`src/hdl/fmr_pkg.sv`:
```
`default_nettype none
package fmr_pkg;

  localparam int unsigned BYTE_W    = 8;
  localparam int unsigned FRAME_LEN = 6;
  localparam int unsigned IDX_W     = 3;
  localparam int unsigned FRAC_BITS = 8;
  localparam int unsigned SCALE_SH  = 4;
  localparam int unsigned OUT_W     = 22;
  // three 8-bit values times 16, summed
  localparam int unsigned MIX_W     = BYTE_W + SCALE_SH + 2;
  localparam int unsigned WIDE_W    = OUT_W + FRAC_BITS;

  localparam int unsigned QDEPTH = 2;
  localparam int unsigned QPTR_W = $clog2(QDEPTH);
  localparam int unsigned QCNT_W = $clog2(QDEPTH + 1);

  localparam int unsigned CFG_IDX_W = 1;

  typedef enum logic [CFG_IDX_W-1:0] {
    REG_HEADER  = 1'b0,
    REG_TRAILER = 1'b1
  } cfg_reg_e;

  localparam logic [BYTE_W-1:0] HEADER_RST  = 8'hA5;
  localparam logic [BYTE_W-1:0] TRAILER_RST = 8'h5A;

  typedef struct packed {
    logic signed [BYTE_W-1:0] x;
    logic signed [BYTE_W-1:0] y;
    logic signed [BYTE_W-1:0] r;
  } frame_t;

  localparam logic signed [WIDE_W-1:0] SAT_HI = WIDE_W'((2 ** (OUT_W - 1)) - 1);
  localparam logic signed [WIDE_W-1:0] SAT_LO = -SAT_HI - WIDE_W'(1);

  // scale a mixed speed into fixed point, clamped to the output range
  function automatic logic signed [OUT_W-1:0] to_ref(logic signed [MIX_W-1:0] mix);
    logic signed [WIDE_W-1:0] w;
    logic signed [OUT_W-1:0]  res;
    w = WIDE_W'(mix) <<< FRAC_BITS;
    if (w > SAT_HI) begin
      res = SAT_HI[OUT_W-1:0];
    end else if (w < SAT_LO) begin
      res = SAT_LO[OUT_W-1:0];
    end else begin
      res = w[OUT_W-1:0];
    end
    return res;
  endfunction

endpackage
`default_nettype wire

```
`src/hdl/fmr_parse.sv`:
```
`default_nettype none
module fmr_parse (
  input  wire logic                                  clk_i,
  input  wire logic                                  rst_ni,
  input  wire logic                                  push,
  output logic                                       full,
  input  wire logic [fmr_pkg::BYTE_W-1:0]            rx_byte_i,
  input  wire logic                                  cfg_valid_i,
  output logic                                       cfg_ready_o,
  input  wire logic [fmr_pkg::CFG_IDX_W-1:0]         cfg_index_i,
  input  wire logic [fmr_pkg::BYTE_W-1:0]            cfg_data_i,
  input  wire logic                                  q_full_i,
  output logic                                       q_push_o,
  output fmr_pkg::frame_t                            q_data_o
);

  typedef enum logic {
    ST_IDLE,
    ST_FRAME
  } state_e;

  localparam logic [fmr_pkg::IDX_W-1:0] IDX_FIRST = fmr_pkg::IDX_W'(1);
  localparam logic [fmr_pkg::IDX_W-1:0] IDX_X     = fmr_pkg::IDX_W'(1);
  localparam logic [fmr_pkg::IDX_W-1:0] IDX_Y     = fmr_pkg::IDX_W'(2);
  localparam logic [fmr_pkg::IDX_W-1:0] IDX_R     = fmr_pkg::IDX_W'(3);
  localparam logic [fmr_pkg::IDX_W-1:0] IDX_LAST  = fmr_pkg::IDX_W'(fmr_pkg::FRAME_LEN - 1);

  state_e                        state_q, state_d;
  logic [fmr_pkg::IDX_W-1:0]     idx_q, idx_d;
  logic [fmr_pkg::BYTE_W-1:0]    header_q, trailer_q;
  logic [fmr_pkg::BYTE_W-1:0]    cap_x_q, cap_y_q, cap_r_q;
  logic                          accept;

  assign full        = q_full_i;
  assign cfg_ready_o = 1'b1;
  assign accept      = push && !q_full_i;

  always_comb begin
    state_d  = state_q;
    idx_d    = idx_q;
    q_push_o = 1'b0;
    if (accept) begin
      if (state_q == ST_IDLE) begin
        if (rx_byte_i == header_q) begin
          state_d = ST_FRAME;
          idx_d   = IDX_FIRST;
        end
      end else if (idx_q == IDX_LAST) begin
        state_d  = ST_IDLE;
        idx_d    = '0;
        q_push_o = (rx_byte_i == trailer_q);
      end else begin
        idx_d = idx_q + fmr_pkg::IDX_W'(1);
      end
    end
  end

  assign q_data_o = '{x: cap_x_q, y: cap_y_q, r: cap_r_q};

  always_ff @(posedge clk_i or negedge rst_ni) begin
    if (!rst_ni) begin
      state_q   <= ST_IDLE;
      idx_q     <= '0;
      header_q  <= fmr_pkg::HEADER_RST;
      trailer_q <= fmr_pkg::TRAILER_RST;
    end else begin
      state_q <= state_d;
      idx_q   <= idx_d;
      if (cfg_valid_i) begin
        case (fmr_pkg::cfg_reg_e'(cfg_index_i))
          fmr_pkg::REG_HEADER:  header_q  <= cfg_data_i;
          fmr_pkg::REG_TRAILER: trailer_q <= cfg_data_i;
          default: ;
        endcase
      end
    end
  end

  // payload bytes of the frame, no reset needed
  always_ff @(posedge clk_i) begin
    if (accept && state_q == ST_FRAME) begin
      case (idx_q)
        IDX_X:   cap_x_q <= rx_byte_i;
        IDX_Y:   cap_y_q <= rx_byte_i;
        IDX_R:   cap_r_q <= rx_byte_i;
        default: ;
      endcase
    end
  end

  a_idle_idx_zero: assert property (@(posedge clk_i) disable iff (!rst_ni)
    state_q == ST_IDLE |-> idx_q == '0)
    else $error("byte index not cleared while idle");

  a_frame_idx_range: assert property (@(posedge clk_i) disable iff (!rst_ni)
    state_q == ST_FRAME |-> (idx_q >= IDX_FIRST && idx_q <= IDX_LAST))
    else $error("byte index out of frame range");

  a_push_at_end: assert property (@(posedge clk_i) disable iff (!rst_ni)
    q_push_o |=> state_q == ST_IDLE && idx_q == '0)
    else $error("frame queued without returning to idle");

endmodule
`default_nettype wire

```
`src/hdl/fmr_queue.sv`:
```
`default_nettype none
module fmr_queue (
  input  wire logic        clk_i,
  input  wire logic        rst_ni,
  input  wire logic        push_i,
  input  wire fmr_pkg::frame_t data_i,
  output logic             full_o,
  output logic             valid_o,
  input  wire logic        pop_i,
  output fmr_pkg::frame_t  data_o
);

  fmr_pkg::frame_t                mem_q [fmr_pkg::QDEPTH];
  logic [fmr_pkg::QPTR_W-1:0]     wptr_q, rptr_q;
  logic [fmr_pkg::QCNT_W-1:0]     cnt_q;
  logic                           do_push, do_pop;

  assign full_o  = (cnt_q == fmr_pkg::QCNT_W'(fmr_pkg::QDEPTH));
  assign valid_o = (cnt_q != '0);
  assign data_o  = mem_q[rptr_q];
  assign do_push = push_i && !full_o;
  assign do_pop  = pop_i && valid_o;

  function automatic logic [fmr_pkg::QPTR_W-1:0] next_ptr(logic [fmr_pkg::QPTR_W-1:0] p);
    logic [fmr_pkg::QPTR_W-1:0] n;
    if (p == fmr_pkg::QPTR_W'(fmr_pkg::QDEPTH - 1)) begin
      n = '0;
    end else begin
      n = p + fmr_pkg::QPTR_W'(1);
    end
    return n;
  endfunction

  always_ff @(posedge clk_i or negedge rst_ni) begin
    if (!rst_ni) begin
      wptr_q <= '0;
      rptr_q <= '0;
      cnt_q  <= '0;
    end else begin
      if (do_push) begin
        wptr_q <= next_ptr(wptr_q);
      end
      if (do_pop) begin
        rptr_q <= next_ptr(rptr_q);
      end
      if (do_push && !do_pop) begin
        cnt_q <= cnt_q + fmr_pkg::QCNT_W'(1);
      end else if (do_pop && !do_push) begin
        cnt_q <= cnt_q - fmr_pkg::QCNT_W'(1);
      end
    end
  end

  always_ff @(posedge clk_i) begin
    if (do_push) begin
      mem_q[wptr_q] <= data_i;
    end
  end

  a_no_overflow: assert property (@(posedge clk_i) disable iff (!rst_ni)
    push_i |-> !full_o)
    else $error("frame pushed into a full queue");

  a_no_underflow: assert property (@(posedge clk_i) disable iff (!rst_ni)
    pop_i |-> valid_o)
    else $error("frame popped from an empty queue");

  a_cnt_bound: assert property (@(posedge clk_i) disable iff (!rst_ni)
    cnt_q <= fmr_pkg::QCNT_W'(fmr_pkg::QDEPTH))
    else $error("queue count beyond depth");

endmodule
`default_nettype wire

```
`src/hdl/fmr_mix.sv`:
```
`default_nettype none
module fmr_mix (
  input  wire logic                              clk_i,
  input  wire logic                              rst_ni,
  input  wire logic                              q_valid_i,
  input  wire fmr_pkg::frame_t                   q_data_i,
  output logic                                   q_pop_o,
  output logic                                   empty,
  input  wire logic                              pop,
  output logic signed [fmr_pkg::OUT_W-1:0]       wheel_ref_a_o,
  output logic signed [fmr_pkg::OUT_W-1:0]       wheel_ref_b_o,
  output logic signed [fmr_pkg::OUT_W-1:0]       wheel_ref_c_o,
  output logic signed [fmr_pkg::OUT_W-1:0]       wheel_ref_d_o
);

  logic                                  out_valid_q;
  logic signed [fmr_pkg::OUT_W-1:0]      ref_a_q, ref_b_q, ref_c_q, ref_d_q;
  logic signed [fmr_pkg::MIX_W-1:0]      xs, ys, rs;
  logic signed [fmr_pkg::MIX_W-1:0]      mix_a, mix_b, mix_c, mix_d;

  // output slot is free or is being drained this cycle
  assign q_pop_o = q_valid_i && (!out_valid_q || pop);
  assign empty   = !out_valid_q;

  always_comb begin
    xs    = fmr_pkg::MIX_W'(q_data_i.x) <<< fmr_pkg::SCALE_SH;
    ys    = fmr_pkg::MIX_W'(q_data_i.y) <<< fmr_pkg::SCALE_SH;
    rs    = fmr_pkg::MIX_W'(q_data_i.r) <<< fmr_pkg::SCALE_SH;
    mix_a = -(ys + xs + rs);
    mix_b = -(ys - xs + rs);
    mix_c = ys - xs - rs;
    mix_d = ys + xs - rs;
  end

  always_ff @(posedge clk_i or negedge rst_ni) begin
    if (!rst_ni) begin
      out_valid_q <= 1'b0;
    end else if (q_pop_o) begin
      out_valid_q <= 1'b1;
    end else if (pop) begin
      out_valid_q <= 1'b0;
    end
  end

  always_ff @(posedge clk_i) begin
    if (q_pop_o) begin
      ref_a_q <= fmr_pkg::to_ref(mix_a);
      ref_b_q <= fmr_pkg::to_ref(mix_b);
      ref_c_q <= fmr_pkg::to_ref(mix_c);
      ref_d_q <= fmr_pkg::to_ref(mix_d);
    end
  end

  assign wheel_ref_a_o = ref_a_q;
  assign wheel_ref_b_o = ref_b_q;
  assign wheel_ref_c_o = ref_c_q;
  assign wheel_ref_d_o = ref_d_q;

endmodule
`default_nettype wire

```
`src/hdl/framed_remote_to_mecanum_refs.sv`:
```
// channel   | handshake                     | payload
// ----------+-------------------------------+-----------------------------------------
// bytes in  | push, full                    | rx_byte_i
// results   | empty, pop                    | wheel_ref_a_o .. wheel_ref_d_o
// config    | cfg_valid_i, cfg_ready_o      | cfg_index_i, cfg_data_i
//
// one byte accepted per cycle while not full; full means the two-entry frame queue is full
// each good frame passes through the frame queue and then the result register to the ports
// the result register takes a new frame in the same cycle the old one is popped
// reset clears the parser to idle, empties the queue and restores header 0xA5, trailer 0x5A
// cfg_ready_o is always high; writes take effect on the next cycle
`default_nettype none
module framed_remote_to_mecanum_refs (
  input  wire logic                                clk_i,
  input  wire logic                                rst_ni,
  input  wire logic                                push,
  output logic                                     full,
  input  wire logic [fmr_pkg::BYTE_W-1:0]          rx_byte_i,
  output logic                                     empty,
  input  wire logic                                pop,
  output logic signed [fmr_pkg::OUT_W-1:0]         wheel_ref_a_o,
  output logic signed [fmr_pkg::OUT_W-1:0]         wheel_ref_b_o,
  output logic signed [fmr_pkg::OUT_W-1:0]         wheel_ref_c_o,
  output logic signed [fmr_pkg::OUT_W-1:0]         wheel_ref_d_o,
  input  wire logic                                cfg_valid_i,
  output logic                                     cfg_ready_o,
  input  wire logic [fmr_pkg::CFG_IDX_W-1:0]       cfg_index_i,
  input  wire logic [fmr_pkg::BYTE_W-1:0]          cfg_data_i
);

  logic            q_push, q_full, q_valid, q_pop;
  fmr_pkg::frame_t q_wdata, q_rdata;

  fmr_parse u_parse (
    .clk_i       (clk_i),
    .rst_ni      (rst_ni),
    .push        (push),
    .full        (full),
    .rx_byte_i   (rx_byte_i),
    .cfg_valid_i (cfg_valid_i),
    .cfg_ready_o (cfg_ready_o),
    .cfg_index_i (cfg_index_i),
    .cfg_data_i  (cfg_data_i),
    .q_full_i    (q_full),
    .q_push_o    (q_push),
    .q_data_o    (q_wdata)
  );

  fmr_queue u_queue (
    .clk_i   (clk_i),
    .rst_ni  (rst_ni),
    .push_i  (q_push),
    .data_i  (q_wdata),
    .full_o  (q_full),
    .valid_o (q_valid),
    .pop_i   (q_pop),
    .data_o  (q_rdata)
  );

  fmr_mix u_mix (
    .clk_i         (clk_i),
    .rst_ni        (rst_ni),
    .q_valid_i     (q_valid),
    .q_data_i      (q_rdata),
    .q_pop_o       (q_pop),
    .empty         (empty),
    .pop           (pop),
    .wheel_ref_a_o (wheel_ref_a_o),
    .wheel_ref_b_o (wheel_ref_b_o),
    .wheel_ref_c_o (wheel_ref_c_o),
    .wheel_ref_d_o (wheel_ref_d_o)
  );

endmodule
`default_nettype wire
```
`config.mk`:
```
export PLATFORM = sky130hd
export DESIGN_NAME = framed_remote_to_mecanum_refs
export DESIGN_NICKNAME = d
export VERILOG_FILES = /design/src/hdl/fmr_pkg.sv /design/src/hdl/fmr_parse.sv /design/src/hdl/fmr_queue.sv /design/src/hdl/fmr_mix.sv /design/src/hdl/framed_remote_to_mecanum_refs.sv
export SDC_FILE = /design/constraint.sdc
export NUM_CORES = 1
export LEC_CHECK = 0
export ABC_CLOCK_PERIOD_IN_PS = 12550
export BUFFER_PORTS_ARGS = -buffer_cell sky130_fd_sc_hd__buf_2
export CORE_MARGIN = 2
export CORE_UTILIZATION = 62
export DETAILED_ROUTE_END_ITERATION = 6
export PLACE_DENSITY = 0.91
export SYNTH_ARGS = -nofsm -noshare
export SYNTH_HDL_FRONTEND = slang
export SYNTH_SLANG_ARGS = --single-unit
```
`constraint.sdc`:
```
create_clock -name clk_i -period 12.55 [get_ports clk_i]
set_clock_uncertainty 0.1 [all_clocks]
set_input_delay 1.255 -clock clk_i [delete_from_list [all_inputs] [get_ports clk_i]]
set_output_delay 1.255 -clock clk_i [all_outputs]
set_load 0.01 [all_outputs]
```
==> out/results.txt <==
Post-DP HPWL -> 9177 um
Vias in the first global route -> 4,409
Setup TNS -> 0 ps
Sequential Power Share -> 27.7%
Boundary Pins -> 113
ANT cells -> 0
Leakage power -> 3.650 nW
PD cells -> 317.4 nW/um^2
NetSw -> 1.046 mW
Die area -> 13,050 um^2
Critical Path Sink Type -> flop
Clock power frac -> 18.6%
Commonest non-fill, non-tap cell in the layout -> edfxtp_1
Peak VDD IR -> 0.1312 mV
Post-synth EDFFs -> 110
Gate power share -> 53.7%
Most frequent cells in the layout -> edfxtp_1 (110), ha_1 (71), buf_2 (63)
Clock sink count -> 135
Die X -> 114.2 um
Arrival time worst endpoint -> 4970 ps
Seq/Total Area, Yosys -> 52.27%
Root Driver -> clkbuf_16
CTS resizes -> 0
Required time worst endpoint -> 12,630 ps
Most used DFF post-synth -> edfxtp_1
Final WS setup -> 7666 ps
Slew margin rel. -> 19.48%
PortBufs -> 63
Tot GR Track Use -> 19.97%
Hold Path Stages -> 0
Max-Cap Viols -> 0
Final wirelength -> 12,410 um
Synthesis-stage register bit count -> 135
Crit Path Category -> flop to flop
Fin crit share -> 38.92%
Crit path max-delay cell type -> dfrtp_1
Tightest Pin Transition -> 1199 ps
Worst min-delay path class -> flop to flop
Yosys warns -> 0
Layout cell share with drive strength beyond 1 -> 20.23%
Initial antenna violation count -> 0
Synthesized area -> 7535 um^2
Chip height -> 114.2 um
Routed vias/inst -> 5.304
RR Endpoint -> u_mix.wheel_ref_a_o[21]
Min cycle time layout -> 4884 ps
Maximum clock insertion buffer count -> 2
Netlist cell types -> 48
Crit path launch type -> flop
# fillers -> 784
Cells along the critical path -> mux2i_1, inv_1, ha_1, fa_1, nand2b_1, a21oi_1, o21ai_0, mux2_2, or2_2, ha_1, ha_1, a21oi_1, nand2_1, a41o_1, a21oi_2, xor2_1
First-pass GRT wire length -> 19,890 um
Async set or reset register ratio after synthesis -> 18.52%
Fmax -> 0.2047 GHz
Worst-path fanout max -> 25
Core Util, Final -> 70.22%
Cell count after synthesis -> 598
RSZ-0062 raised after global routing -> false
Post-DR wirelength/cell -> 14.97 um
Hold path startpoint -> u_parse.cap_x_q[2]
Initial DRC count -> 211
CTS Buf Count -> 17
DRC viols -> 0
Flop-to-flop setup slack -> 7670 ps
Final Power -> 2.666 mW
Sw Ratio -> 39.22%
Row count -> 40
Post-Layout Cell Count -> 829
Via count -> 4,397
ANT nets after route -> 0
Status -> completed
Core Box Area -> 11,960 um^2
Final Hold Fails -> 0
Depth of the worst register-to-register path -> 16
CTS tree -> done
Int Pwr -> 1.621 mW
Setup WS pre-CTS -> 7716 ps
Placed Cells incl. Taps -> 797
Depth of the CTS H-tree -> 4
Grt total ovfl -> 0
Clock Latency Late Sink -> 430 ps
CP dominant cell by count -> ha_1
Area grow syn2layout -> 11.47%
Final Net Count -> 766
Max-slew violations -> 0
Hold path endpoint -> u_queue.mem_q[0][18]
Crit-path max cell delay -> 1100 ps
Largest net degree at the start of global routing -> 39
Setup Fix Bufs, Post-CTS -> 0
Clk slew on worst S/H paths -> 60 ps
Initial Util -> 62.99%
Hold Buf Count CTS -> 0
Mean Syn Cell Area -> 12.60 um^2
Final setup viols -> 0
RePlAce Congestion -> 0.8435
Drt first pass iters -> 4
Critical R2R Launch -> u_queue.rptr_q
[worst max-delay path, delay by kind of cell (launching register included)]
kind            cells  cell delay (ps)
compound gates      5              860
xor+xnor            1               80
fa+ha+maj           4             1190
buf+inv             1               80
flops               1             1100
mux                 2              760
simple gates        3              460
[cell families (layout without fill, tap and decap cells)]
kind of cell               Yosys count  after routing  synth area share (%)
muxes                               41             41                 5.862
and+or+nand+nor                     86             86                 5.796
AOI/OAI and AO/OA                   83             83                 7.573
xor gates and xnor gates            63             63                 7.323
DFF                                135            135                 52.28
buffers and inverters              113            150                 8.220
other                                2             49               0.09967
adders and majority gates           75             75                 12.85
[metal layers]
metal / vias up / global-route usage [%] / part of all wire, %
met5: - / 0 / 0
met4: 0 / 10.65 / 3.4
met3: 41 / 4.235 / 4.2
met2: 135 / 36.98 / 54
met1: 2086 / 21.18 / 39
li1: 2135 / - / -
[how the worst max path moves through the flow]
stage | from | to | slack, ps | cells after the start
2_1_floorplan | u_queue.rptr_q | u_mix.wheel_ref_a_o[21] | 8380 | 18
3_3_place_gp | u_queue.rptr_q | u_mix.wheel_ref_a_o[21] | 7830 | 15
3_5_place_dp | u_queue.rptr_q | u_mix.wheel_ref_a_o[21] | 7720 | 15
4_1_cts | u_queue.rptr_q | u_mix.wheel_ref_a_o[21] | 7640 | 16
5_1_grt | u_queue.rptr_q | u_mix.wheel_ref_b_o[21] | 7360 | 17
6_report | u_queue.rptr_q | u_mix.wheel_ref_a_o[21] | 7670 | 16
[registers in the layout, summed over array words and instances, names as in the netlist]
| signal | cells |
|---|---|
| u_mix.out_valid_q | 1 |
| u_mix.wheel_ref_a_o | 10 |
| u_mix.wheel_ref_b_o | 9 |
| u_mix.wheel_ref_c_o | 9 |
| u_mix.wheel_ref_d_o | 10 |
| u_parse.cap_r_q | 8 |
| u_parse.cap_x_q | 8 |
| u_parse.cap_y_q | 8 |
| u_parse.header_q | 8 |
| u_parse.idx_q | 3 |
| u_parse.state_q | 1 |
| u_parse.trailer_q | 8 |
| u_queue.cnt_q | 2 |
| u_queue.mem_q | 48 |
| u_queue.rptr_q | 1 |
| u_queue.wptr_q | 1 |
[power by group through the flow]
| stage | combinational, mW | clock [mW] | sequential (mW) |
|---|---|---|---|
| 5_1_grt | 1.59 | 0.519 | 0.748 |
| 6_report | 1.43 | 0.496 | 0.737 |
| 4_1_cts | 1.43 | 0.500 | 0.739 |
| 3_3_place_gp | 1.34 | 0 | 0.743 |
| 3_5_place_dp | 1.41 | 0 | 0.747 |
| 2_1_floorplan | 1.08 | 0 | 0.767 |
[synth_stat cells (2+ instances only)]
cell type	number	share of area, %
nand4_1	3	0.25
o211ai_1	4	0.40
nand3_1	4	0.27
inv_1	53	2.6
ha_1	71	12
or3_1	6	0.50
conb_1	2	0.10
o41ai_1	3	0.35
fa_1	4	1.1
o31ai_1	2	0.20
nor3b_1	2	0.20
o221a_4	2	0.53
clkbuf_1	5	0.25
a211oi_1	4	0.40
nor3_1	4	0.27
nor2b_1	6	0.50
o21bai_1	3	0.30
mux2_2	25	3.7
xor2_1	30	3.5
and2_1	5	0.42
o21a_1	8	0.80
a21o_1	3	0.30
a21oi_1	18	1.2
dfrtp_1	17	5.6
xnor2_1	33	3.8
a21o_2	2	0.23
a21oi_2	2	0.23
nor2_1	29	1.4
o21ai_0	21	1.4
buf_4	51	5.1
a41o_1	2	0.27
or2_2	3	0.25
o31a_1	4	0.46
mux2i_1	16	2.1
nand3b_1	3	0.30
nand2_1	10	0.50
dfstp_2	8	2.8
nand2b_1	9	0.75
buf_2	3	0.20
edfxtp_1	110	44
[final cells by class]
cell class | instances | area [um^2] | area share (%)
clock buffers | 18 | 429.2 | 5.109
clock inverters | 14 | 165.2 | 1.966
inverters | 53 | 198.9 | 2.369
multi-input cells | 397 | 3153 | 37.54
flip-flops and latches | 135 | 3939 | 46.89
well taps | 147 | 183.9 | 2.190
repair buffers | 65 | 330.3 | 3.933
[stage by stage]
step	hold slack (ps)	cell area [um^2]
3_3_place_gp	325.5	7805
2_1_floorplan	321.5	7711
3_5_place_dp	329.6	7805
6_report	343.0	8399
4_1_cts	342.5	8399
5_1_grt	365.1	8399
No activity file was read; power rests on OpenSTA's default activity.
